### config.mk
export PLATFORM = sky130hd
export DESIGN_NAME = polar_scan_to_cartesian_flat
export DESIGN_NICKNAME = d
export VERILOG_FILES = /design/src/rtl/pst_pkg.sv /design/src/rtl/pst_ifs.sv /design/src/rtl/pst_ctrl.sv /design/src/rtl/pst_datapath.sv /design/src/rtl/polar_scan_to_cartesian.sv /design/src/flat_wrapper.sv
export SDC_FILE = /design/constraint.sdc
export NUM_CORES = 2
export LEC_CHECK = 0
export BUFFER_PORTS_ARGS = -buffer_cell sky130_fd_sc_hd__buf_2
export CORE_UTILIZATION = 45
export CTS_BUF_LIST = sky130_fd_sc_hd__clkbuf_16
export DETAILED_ROUTE_END_ITERATION = 10
export PLACE_DENSITY = 0.64
export SYNTH_ARGS = -nofsm -noshare
export SYNTH_HDL_FRONTEND = slang
export SYNTH_SLANG_ARGS = --single-unit
export TNS_END_PERCENT = 1
### constraint.sdc
create_clock -name i_clk -period 20.9 [get_ports i_clk]
set_input_delay 0 -clock i_clk [delete_from_list [all_inputs] [get_ports i_clk]]
set_output_delay 0 -clock i_clk [all_outputs]
set_load 0.005 [all_outputs]
### src/rtl/pst_pkg.sv
// Package for the polar scan to cartesian block: shared types, codes and the CORDIC
// angle table. Used by the controller, the datapath and the top level.
// No dependencies.
package pst_pkg;

    // Widths fixed by the channel fields
    localparam int RANGE_W  = 16;
    localparam int ANGLE_W  = 16;
    localparam int POINT_W  = 17;
    localparam int CFG_IDX_W = 3;
    localparam int CFG_DAT_W = 16;

    // Step index covers up to 24 micro-rotations
    localparam int STEP_W   = 5;
    localparam int ATAN_W   = 30;

    // Inverse CORDIC gain, Q30
    localparam logic [29:0] GAIN_Q30 = 30'd652032874;

    // Output saturation limit in mm
    localparam int OUT_LIMIT = 65535;

    typedef enum logic [1:0] {
        KIND_SKIP   = 2'd0,
        KIND_RETURN = 2'd1,
        KIND_MISS   = 2'd2
    } t_kind;

    typedef enum logic [CFG_IDX_W-1:0] {
        REG_MIN_RANGE  = 3'd0,
        REG_MAX_RANGE  = 3'd1,
        REG_MISS_RAY   = 3'd2,
        REG_START_ANG  = 3'd3,
        REG_ANGLE_STEP = 3'd4
    } t_cfg_idx;

    typedef enum logic [1:0] {
        S_IDLE,
        S_MUL,
        S_ROT,
        S_OUT
    } t_state;

    typedef struct packed {
        logic              ready;
        logic              mul;
        logic              rot;
        logic [STEP_W-1:0] step;
        logic              emit;
    } t_dp_cmd;

    typedef struct packed {
        logic in_valid;
        logic out_free;
    } t_dp_sts;

    // round(atan(2^-i) * 2^32 / (2*pi))
    function automatic logic [ATAN_W-1:0] atan_at(input logic [STEP_W-1:0] idx);
        logic [ATAN_W-1:0] v;
        case (idx)
            5'd0:    v = 30'd536870912;
            5'd1:    v = 30'd316933406;
            5'd2:    v = 30'd167458907;
            5'd3:    v = 30'd85004756;
            5'd4:    v = 30'd42667331;
            5'd5:    v = 30'd21354465;
            5'd6:    v = 30'd10679838;
            5'd7:    v = 30'd5340245;
            5'd8:    v = 30'd2670163;
            5'd9:    v = 30'd1335087;
            5'd10:   v = 30'd667544;
            5'd11:   v = 30'd333772;
            5'd12:   v = 30'd166886;
            5'd13:   v = 30'd83443;
            5'd14:   v = 30'd41722;
            5'd15:   v = 30'd20861;
            5'd16:   v = 30'd10430;
            5'd17:   v = 30'd5215;
            5'd18:   v = 30'd2608;
            5'd19:   v = 30'd1304;
            5'd20:   v = 30'd652;
            5'd21:   v = 30'd326;
            5'd22:   v = 30'd163;
            5'd23:   v = 30'd81;
            default: v = '0;
        endcase
        return v;
    endfunction

endpackage

### src/rtl/pst_ifs.sv
// Channel interfaces for the polar scan to cartesian block: sample input, point output
// and configuration write. Depends on pst_pkg for field widths.
interface pst_in_if;
    logic                          valid;
    logic                          ready;
    logic [pst_pkg::RANGE_W-1:0]   echo_range;
    logic                          echo_present;
    logic                          echo_invalid;
    logic                          last_of_scan;

    modport source (output valid, echo_range, echo_present, echo_invalid, last_of_scan,
                    input ready);
    modport sink   (input valid, echo_range, echo_present, echo_invalid, last_of_scan,
                    output ready);
endinterface

interface pst_out_if;
    logic                               valid;
    logic                               ready;
    logic [1:0]                         point_kind;
    logic signed [pst_pkg::POINT_W-1:0] point_x;
    logic signed [pst_pkg::POINT_W-1:0] point_y;
    logic                               scan_end;

    modport source (output valid, point_kind, point_x, point_y, scan_end, input ready);
    modport sink   (input valid, point_kind, point_x, point_y, scan_end, output ready);
endinterface

interface pst_cfg_if;
    logic                            valid;
    logic                            ready;
    logic [pst_pkg::CFG_IDX_W-1:0]   index;
    logic [pst_pkg::CFG_DAT_W-1:0]   data;

    modport source (output valid, index, data, input ready);
    modport sink   (input valid, index, data, output ready);
endinterface

### src/rtl/pst_ctrl.sv
// Sequencer for the polar scan to cartesian block: walks each sample through gain
// multiply, CORDIC micro-rotations and output load. Depends on pst_pkg.
module pst_ctrl #(
    parameter int CORDIC_STEPS = 16
) (
    input  logic             i_clk,
    input  logic             i_rst_n,
    input  pst_pkg::t_dp_sts i_sts,
    output pst_pkg::t_dp_cmd o_cmd
);

    localparam logic [pst_pkg::STEP_W-1:0] LAST_STEP = pst_pkg::STEP_W'(CORDIC_STEPS - 1);

    pst_pkg::t_state             r_state, n_state;
    logic [pst_pkg::STEP_W-1:0]  r_step,  n_step;
    logic                        out_go;

    assign out_go = (r_state == pst_pkg::S_OUT) && i_sts.out_free;

    // Next state
    always_comb begin
        n_state = r_state;
        n_step  = r_step;
        unique case (r_state)
            pst_pkg::S_IDLE: begin
                if (i_sts.in_valid) n_state = pst_pkg::S_MUL;
            end
            pst_pkg::S_MUL: begin
                n_state = pst_pkg::S_ROT;
                n_step  = '0;
            end
            pst_pkg::S_ROT: begin
                if (r_step == LAST_STEP) begin
                    n_state = pst_pkg::S_OUT;
                end else begin
                    n_step = r_step + 1'b1;
                end
            end
            pst_pkg::S_OUT: begin
                if (i_sts.out_free) begin
                    n_state = i_sts.in_valid ? pst_pkg::S_MUL : pst_pkg::S_IDLE;
                end
            end
            default: n_state = pst_pkg::S_IDLE;
        endcase
    end

    // Commands
    always_comb begin
        o_cmd       = '0;
        o_cmd.step  = r_step;
        unique case (r_state)
            pst_pkg::S_IDLE: o_cmd.ready = 1'b1;
            pst_pkg::S_MUL:  o_cmd.mul   = 1'b1;
            pst_pkg::S_ROT:  o_cmd.rot   = 1'b1;
            pst_pkg::S_OUT: begin
                o_cmd.emit  = out_go;
                o_cmd.ready = out_go;
            end
            default: o_cmd = '0;
        endcase
    end

    always_ff @(posedge i_clk) begin
        if (!i_rst_n) begin
            r_state <= pst_pkg::S_IDLE;
            r_step  <= '0;
        end else begin
            r_state <= n_state;
            r_step  <= n_step;
        end
    end

`ifndef ASSERT_OFF
    a_mul_to_rot: assert property (@(posedge i_clk) disable iff (!i_rst_n)
        r_state == pst_pkg::S_MUL |=> (r_state == pst_pkg::S_ROT && r_step == '0))
        else $error("multiply not followed by first rotation step");

    a_step_range: assert property (@(posedge i_clk) disable iff (!i_rst_n)
        r_state == pst_pkg::S_ROT |-> r_step <= LAST_STEP)
        else $error("rotation step beyond last");

    a_rot_done: assert property (@(posedge i_clk) disable iff (!i_rst_n)
        (r_state == pst_pkg::S_ROT && r_step == LAST_STEP) |=> r_state == pst_pkg::S_OUT)
        else $error("rotation did not finish into output load");

    a_out_hold: assert property (@(posedge i_clk) disable iff (!i_rst_n)
        (r_state == pst_pkg::S_OUT && !i_sts.out_free) |=> r_state == pst_pkg::S_OUT)
        else $error("result dropped while output register busy");
`endif

endmodule

### src/rtl/pst_datapath.sv
// Datapath for the polar scan to cartesian block: configuration registers, angle
// accumulator, gain multiply, CORDIC rotator and output register. Depends on pst_pkg
// and the channel interfaces.
module pst_datapath #(
    parameter int RANGE_BITS = 16
) (
    input  logic             i_clk,
    input  logic             i_rst_n,
    pst_in_if.sink           i_in,
    pst_out_if.source        o_out,
    pst_cfg_if.sink          i_cfg,
    input  pst_pkg::t_dp_cmd i_cmd,
    output pst_pkg::t_dp_sts o_sts
);

    localparam int CMP_W  = ((RANGE_BITS > pst_pkg::RANGE_W) ? RANGE_BITS : pst_pkg::RANGE_W) + 1;
    localparam int PROD_W = RANGE_BITS + pst_pkg::ATAN_W;
    localparam int R_W    = RANGE_BITS + 17;
    localparam int X_W    = RANGE_BITS + 18;
    localparam int Z_W    = 33;
    localparam int Q_W    = (X_W - 15 > pst_pkg::POINT_W + 1) ? X_W - 15 : pst_pkg::POINT_W + 1;
    localparam logic [CMP_W-1:0] LEN_LIM = CMP_W'((64'd1 << RANGE_BITS) - 64'd1);
    localparam logic signed [Q_W-1:0] SAT_HI = Q_W'(pst_pkg::OUT_LIMIT);
    localparam logic signed [Q_W-1:0] SAT_LO = -Q_W'(pst_pkg::OUT_LIMIT);

    // Configuration registers
    logic [pst_pkg::CFG_DAT_W-1:0] r_min_range, r_max_range, r_miss_ray;
    logic [pst_pkg::ANGLE_W-1:0]   r_start_ang, r_angle_step, r_offset;

    // Working registers
    logic [RANGE_BITS-1:0]   r_len;
    logic [1:0]              r_quad;
    logic signed [X_W-1:0]   r_x, r_y;
    logic signed [Z_W-1:0]   r_z;
    pst_pkg::t_kind          r_kind;
    logic                    r_last;

    // Output register
    logic                                r_out_valid;
    pst_pkg::t_kind                      r_out_kind;
    logic signed [pst_pkg::POINT_W-1:0]  r_out_x, r_out_y;
    logic                                r_out_last;

    logic                          acc;
    logic [pst_pkg::ANGLE_W-1:0]   angle;
    pst_pkg::t_kind                n_kind;
    logic [pst_pkg::RANGE_W-1:0]   src;
    logic [CMP_W-1:0]              src_ext;
    logic [RANGE_BITS-1:0]         n_len;
    logic [PROD_W-1:0]             prod;
    logic [PROD_W:0]               prod_rnd;
    logic signed [X_W-1:0]         r_scaled;
    logic signed [X_W-1:0]         x0, y0, dx, dy;
    logic signed [Z_W-1:0]         atan_s;
    logic signed [pst_pkg::POINT_W-1:0] fx, fy;

    assign acc          = i_in.valid && i_cmd.ready;
    assign i_in.ready   = i_cmd.ready;
    assign i_cfg.ready  = 1'b1;
    assign o_sts.in_valid = i_in.valid;
    assign o_sts.out_free = !r_out_valid || o_out.ready;

    // Sample classification and length selection
    assign angle = r_start_ang + r_offset;

    always_comb begin
        n_kind = pst_pkg::KIND_SKIP;
        src    = i_in.echo_range;
        if (i_in.echo_present && !i_in.echo_invalid && i_in.echo_range >= r_min_range) begin
            if (i_in.echo_range <= r_max_range) begin
                n_kind = pst_pkg::KIND_RETURN;
            end else begin
                n_kind = pst_pkg::KIND_MISS;
                src    = r_miss_ray;
            end
        end
        src_ext = CMP_W'(src);
        n_len   = (src_ext > LEN_LIM) ? RANGE_BITS'(LEN_LIM) : RANGE_BITS'(src_ext);
    end

    // Gain compensation and quadrant placement
    always_comb begin
        prod     = PROD_W'(r_len) * PROD_W'(pst_pkg::GAIN_Q30);
        prod_rnd = (PROD_W + 1)'(prod) + (PROD_W + 1)'(8192);
        r_scaled = signed'(X_W'(R_W'(prod_rnd >> 14)));
        case (r_quad)
            2'd0:    begin x0 = r_scaled;  y0 = '0;        end
            2'd1:    begin x0 = '0;        y0 = r_scaled;  end
            2'd2:    begin x0 = -r_scaled; y0 = '0;        end
            default: begin x0 = '0;        y0 = -r_scaled; end
        endcase
    end

    // One micro-rotation
    assign dx     = r_y >>> i_cmd.step;
    assign dy     = r_x >>> i_cmd.step;
    assign atan_s = signed'(Z_W'(pst_pkg::atan_at(i_cmd.step)));

    // Round half up to whole mm and saturate
    function automatic logic signed [pst_pkg::POINT_W-1:0] finish(
        input logic signed [X_W-1:0] v
    );
        logic signed [X_W:0]   s;
        logic signed [Q_W-1:0] q;
        s = (X_W + 1)'(v) + (X_W + 1)'(32768);
        q = Q_W'(s >>> 16);
        if (q > SAT_HI) q = SAT_HI;
        if (q < SAT_LO) q = SAT_LO;
        return pst_pkg::POINT_W'(q);
    endfunction

    assign fx = (r_kind == pst_pkg::KIND_SKIP) ? '0 : finish(r_x);
    assign fy = (r_kind == pst_pkg::KIND_SKIP) ? '0 : finish(r_y);

    // Configuration and angle accumulator
    always_ff @(posedge i_clk) begin
        if (!i_rst_n) begin
            r_min_range  <= 16'd0;
            r_max_range  <= 16'd65535;
            r_miss_ray   <= 16'd5000;
            r_start_ang  <= 16'd0;
            r_angle_step <= 16'd64;
            r_offset     <= '0;
        end else begin
            if (i_cfg.valid) begin
                unique case (i_cfg.index)
                    pst_pkg::REG_MIN_RANGE:  r_min_range  <= i_cfg.data;
                    pst_pkg::REG_MAX_RANGE:  r_max_range  <= i_cfg.data;
                    pst_pkg::REG_MISS_RAY:   r_miss_ray   <= i_cfg.data;
                    pst_pkg::REG_START_ANG:  r_start_ang  <= i_cfg.data;
                    pst_pkg::REG_ANGLE_STEP: r_angle_step <= i_cfg.data;
                    default: ;
                endcase
            end
            if (acc) begin
                r_offset <= i_in.last_of_scan ? '0 : r_offset + r_angle_step;
            end
        end
    end

    // Working registers
    always_ff @(posedge i_clk) begin
        if (acc) begin
            r_len  <= n_len;
            r_quad <= angle[15:14];
            r_z    <= signed'(Z_W'({angle[13:0], 16'b0}));
            r_kind <= n_kind;
            r_last <= i_in.last_of_scan;
        end
        if (i_cmd.mul) begin
            r_x <= x0;
            r_y <= y0;
        end
        if (i_cmd.rot) begin
            if (!r_z[Z_W-1]) begin
                r_x <= r_x - dx;
                r_y <= r_y + dy;
                r_z <= r_z - atan_s;
            end else begin
                r_x <= r_x + dx;
                r_y <= r_y - dy;
                r_z <= r_z + atan_s;
            end
        end
    end

    // Output register
    always_ff @(posedge i_clk) begin
        if (!i_rst_n) begin
            r_out_valid <= 1'b0;
        end else if (i_cmd.emit) begin
            r_out_valid <= 1'b1;
        end else if (o_out.ready) begin
            r_out_valid <= 1'b0;
        end
    end

    always_ff @(posedge i_clk) begin
        if (i_cmd.emit) begin
            r_out_kind <= r_kind;
            r_out_x    <= fx;
            r_out_y    <= fy;
            r_out_last <= r_last;
        end
    end

    assign o_out.valid      = r_out_valid;
    assign o_out.point_kind = r_out_kind;
    assign o_out.point_x    = r_out_x;
    assign o_out.point_y    = r_out_y;
    assign o_out.scan_end   = r_out_last;

endmodule

### src/rtl/polar_scan_to_cartesian.sv
// Polar scan to cartesian: one range sample in, one 2-D point out per transfer.
// Each sample passes through the gain multiply, the CORDIC micro-rotations and the output
// register in turn; only one sample is in work at a time, set by the single shared CORDIC
// rotator that does one micro-rotation per cycle; the next sample is taken as the
// finished point moves into the output register. Reset is synchronous, active low:
// registers return to their defaults, the angle offset clears and the output empties.
module polar_scan_to_cartesian #(
    parameter int CORDIC_STEPS = 16,
    parameter int RANGE_BITS   = 16
) (
    input  logic       i_clk,
    input  logic       i_rst_n,
    pst_in_if.sink     i_in,
    pst_out_if.source  o_out,
    pst_cfg_if.sink    i_cfg
);

    // Command and status between sequencer and datapath
    pst_pkg::t_dp_cmd cmd;
    pst_pkg::t_dp_sts sts;

    // Sequencer: idle, gain multiply, rotate, load output
    pst_ctrl #(
        .CORDIC_STEPS (CORDIC_STEPS)
    ) u_ctrl (
        .i_clk   (i_clk),
        .i_rst_n (i_rst_n),
        .i_sts   (sts),
        .o_cmd   (cmd)
    );

    // Datapath: config, angle accumulator, rotator, output register
    pst_datapath #(
        .RANGE_BITS (RANGE_BITS)
    ) u_dp (
        .i_clk   (i_clk),
        .i_rst_n (i_rst_n),
        .i_in    (i_in),
        .o_out   (o_out),
        .i_cfg   (i_cfg),
        .i_cmd   (cmd),
        .o_sts   (sts)
    );

endmodule
### src/flat_wrapper.sv
// flat-port wrapper written by rule: the top's interface ports become plain ports
module polar_scan_to_cartesian_flat 
#(
    parameter int CORDIC_STEPS = 16,
    parameter int RANGE_BITS   = 16
)
  (i_clk, i_rst_n, i_in_valid, i_in_echo_range, i_in_echo_present, i_in_echo_invalid, i_in_last_of_scan, i_in_ready, o_out_valid, o_out_point_kind, o_out_point_x, o_out_point_y, o_out_scan_end, o_out_ready, i_cfg_valid, i_cfg_index, i_cfg_data, i_cfg_ready);
  pst_in_if i_in_i ();
  pst_out_if o_out_i ();
  pst_cfg_if i_cfg_i ();
  input  logic i_clk;
  input  logic i_rst_n;
  input wire logic [$bits(i_in_i.valid)-1:0] i_in_valid;
  input wire logic [$bits(i_in_i.echo_range)-1:0] i_in_echo_range;
  input wire logic [$bits(i_in_i.echo_present)-1:0] i_in_echo_present;
  input wire logic [$bits(i_in_i.echo_invalid)-1:0] i_in_echo_invalid;
  input wire logic [$bits(i_in_i.last_of_scan)-1:0] i_in_last_of_scan;
  output wire logic [$bits(i_in_i.ready)-1:0] i_in_ready;
  output wire logic [$bits(o_out_i.valid)-1:0] o_out_valid;
  output wire logic [$bits(o_out_i.point_kind)-1:0] o_out_point_kind;
  output wire logic [$bits(o_out_i.point_x)-1:0] o_out_point_x;
  output wire logic [$bits(o_out_i.point_y)-1:0] o_out_point_y;
  output wire logic [$bits(o_out_i.scan_end)-1:0] o_out_scan_end;
  input wire logic [$bits(o_out_i.ready)-1:0] o_out_ready;
  input wire logic [$bits(i_cfg_i.valid)-1:0] i_cfg_valid;
  input wire logic [$bits(i_cfg_i.index)-1:0] i_cfg_index;
  input wire logic [$bits(i_cfg_i.data)-1:0] i_cfg_data;
  output wire logic [$bits(i_cfg_i.ready)-1:0] i_cfg_ready;
  assign i_in_i.valid = i_in_valid;
  assign i_in_i.echo_range = i_in_echo_range;
  assign i_in_i.echo_present = i_in_echo_present;
  assign i_in_i.echo_invalid = i_in_echo_invalid;
  assign i_in_i.last_of_scan = i_in_last_of_scan;
  assign i_in_ready = i_in_i.ready;
  assign o_out_valid = o_out_i.valid;
  assign o_out_point_kind = o_out_i.point_kind;
  assign o_out_point_x = o_out_i.point_x;
  assign o_out_point_y = o_out_i.point_y;
  assign o_out_scan_end = o_out_i.scan_end;
  assign o_out_i.ready = o_out_ready;
  assign i_cfg_i.valid = i_cfg_valid;
  assign i_cfg_i.index = i_cfg_index;
  assign i_cfg_i.data = i_cfg_data;
  assign i_cfg_ready = i_cfg_i.ready;
  polar_scan_to_cartesian #(.CORDIC_STEPS(CORDIC_STEPS), .RANGE_BITS(RANGE_BITS)) u_core (.i_clk(i_clk), .i_rst_n(i_rst_n), .i_in(i_in_i), .o_out(o_out_i), .i_cfg(i_cfg_i));
endmodule
==> results.toml <==
[floorplanning]
die_h_um = 282.2
die_w_um = 282.2
core-area_sq_um = 77590
fp-row-count = 102
io_pins = 83
start_util = 0.4552
die-area_sq_um = 79620

[global_routing]
overflow = 0
met2_usage = 0.4305
grtUsageMet1 = 0.3600
grt_pass1_wl_mm = 166.3
antenna_found_initial = 2
top_usage_layer = "met2"
grt_max_degree = 71
grt.total_usage = 0.2665
grt_pass1_vias = 29230
grtUsageMet3 = 0.04179

[sta]
max_freq_mhz = 107.1
skew_ns = 0.03664
setup_violations = 0
min_period_ns = 9.336
slew_headroom = 0.1667
min_period_over_period = 0.4467
worst_pin_slew_ns = 1.249
finalSetupTns_ns = 0
slew_viol_final = 0
rsz0062_at_grt = "false"
hold_viol_final = 0

[clocking]
htreeDepth = 2
clk_pin_slew_ns = 0.06
post-cts-setup-buffer-count = 0
cts_buffer_depth = 3
cts_buffers = 37
cts_root_buf = "clkbuf_16"
cts_resized = 0
holdBufCountCts = 36
cts_sinks = 293
clock_latency_ns = 0.58
cts_tree = "yes"

[yosys]
synth_edf_count = 159
synth_seq_cells = 293
synthXorXnorAreaFrac = 0.08356
yosysMostFrequentCell = "nand2_1"
yosys.area_share.simple = 0.1573
async_flop_share = 0
synth_warnings = 0
synthTopCellsByCount = "nand2_1 (422), inv_1 (419), a21oi_1 (359), ha_1 (343), nor2_1 (258)"
yosys.area_share.adder = 0.2195
synth_compound_area_frac = 0.1916
syn_area_per_cell_sq_um = 8.475
synth_top_area_share = 0.1352
syn_area_sq_um = 35320
ys_top_cells_by_area = "edfxtp_1 (14%), ha_1 (12%), fa_1 (9.8%)"
synth_top_family_by_area = "adder cells"
synth_flop_cell = "edfxtp_1"
synth.distinct_cells = 97
syn_nets = 4727
yosysTopAreaCell = "edfxtp_1"
syn-instance-count = 4168
seq_area_frac_synth = 0.2111
synth.area.mux_share = 0.06857

[setup_path]
crit_path_start = "u_core.u_dp.r_len[5]$_DFFE_PP_"
reg2reg_from = "u_core.u_dp.r_len[5]$_DFFE_PP_"
cp_slowest_cell = "edfxtp_1"
cp_data_arrival_time_ns = 9.74
cp_data_required_time_ns = 21.30
worst-path-max-fanout = 9
path_class = "reg2reg"
end_kind = "register"
cp-start-kind = "register"
cpPeakStageDelay_ns = 0.57

[worst_hold_path]
hp-class = "in2reg"
hold_start = "i_cfg_index[1]"

[final_layout]
fin_nets = 4702
area_delta_synth_final_pct = 7.609
final_layout_size_suffix_gt1_frac = 0.07768

[routing]
vias_per_cell = 5.881
drtIter0Drc = 2675
routed_wl_mm = 106.6
wl_per_cell_um = 20.45
ant_nets = 0
via_count = 30660
drc = 0
dr.pass1.iters = 6

[outcome]
run_status = "complete, no violations"

[place]
gp_congestion = 0.9818
io_buffer_count = 81
dp_hpwl_mm = 82.81

[job]
max_cap_viol_count = 0
## cells by family after synthesis
logic type	count (synthesis)
AO/OA/AOI/OAI	1064
XOR/XNOR	337
adder cells (fa/ha/maj)	516
buffers and inverters	632
flip-flops	293
multiplexers	149
other	1
AND/OR/NAND/NOR	1176
## registers in the layout, indices dropped and copies added, names as in the netlist, 16 cells and up
register / flops
u_core.u_dp.r_min_range: 16
u_core.u_dp.o_out.point_x: 17
u_core.u_dp.r_x: 34
u_core.u_dp.r_angle_step: 16
u_core.u_dp.r_offset: 16
u_core.u_dp.atan_s: 30
u_core.u_dp.r_z: 33
u_core.u_dp.o_out.point_y: 17
u_core.u_dp.r_y: 34
u_core.u_dp.r_miss_ray: 16
u_core.u_dp.r_len: 16
u_core.u_dp.r_max_range: 16
u_core.u_dp.r_start_ang: 16
## metrics by stage
stage          cell area [sq um]  hold WS, ns    util  setup slack, ns  cells
2_1_floorplan              35320      0.09887       -            12.54   4168
3_3_place_gp               36460       0.2966  0.4698            11.81   5108
3_5_place_dp               36460       0.3034  0.4698            11.61   5108
4_1_cts                    38010      0.04963  0.4898            11.60   5211
5_1_grt                    38010       0.1054  0.4898            10.85   5211
6_report                   38010      0.07721  0.4899            11.56   5213
## worst max-delay path: cells and delay by family (launching register included)
kind	cells	cell delay [ns]
fa+ha+maj	8	3.11
buf+inv	5	0.48
compound gates	6	1.90
simple gates	9	3.10
flops	1	0.57
## cells in the final DEF (no fill, tap or decap), drive strengths merged, types with 18 or more instances in the layout
cell type    count
or2             18
nand2          424
nor4            22
o2111ai         23
fa             173
xnor2          201
o21ai          194
o22ai           40
inv            430
clkinv          19
a21oi          359
edfxtp         159
nand4           51
nor3b           18
mux2i           53
dlygate4sd3     36
a21o            78
nor3            92
buf            105
nand2b          30
nor2b           32
nor2           258
clkbuf          42
a211oi          23
o211ai          62
ha             343
mux2            24
nand3          106
o21a            40
a31oi           43
dfxtp          134
and3            45
xor2           136
a21boi          20
mux4            72
o31ai           23
o21bai          32
and2            26
## per-layer routing
metal / wire length [um] / vias up / share of wire
met5: 12 / - / 0.00011
met4: 3910 / 2 / 0.037
met3: 7221 / 197 / 0.068
met2: 48640 / 1036 / 0.46
met1: 46810 / 14670 / 0.44
li1: - / 14760 / -
## worst paths after layout
| kind | endpoint | slack, ns | cells after the start |
|---|---|---|---|
| max | u_core.u_dp.r_y[32]$_DFFE_PP_ | 11.56 | 28 |
| max reg2reg | u_core.u_dp.r_y[32]$_DFFE_PP_ | 11.56 | 28 |
| min | u_core.u_dp.r_max_range[15]$_SDFFE_PN1P_ | 0.08 | 4 |
| min reg2reg | u_core.u_dp.o_out.scan_end$_DFFE_PP_ | 0.43 | 0 |
## layout make-up
type,instances,area (sq um)
fill,7566,39580
multi-input combinational,3243,25500
sequential,293,7465
inverter,427,1603
tap,1040,1301
clock buffer,42,1051
timing repair buffer,141,945.9
clock inverter,25,137.6
antenna,2,5.005
Power is not shown: default switching activity piles up to over one toggle a cycle in this logic, so the estimate is an artifact.
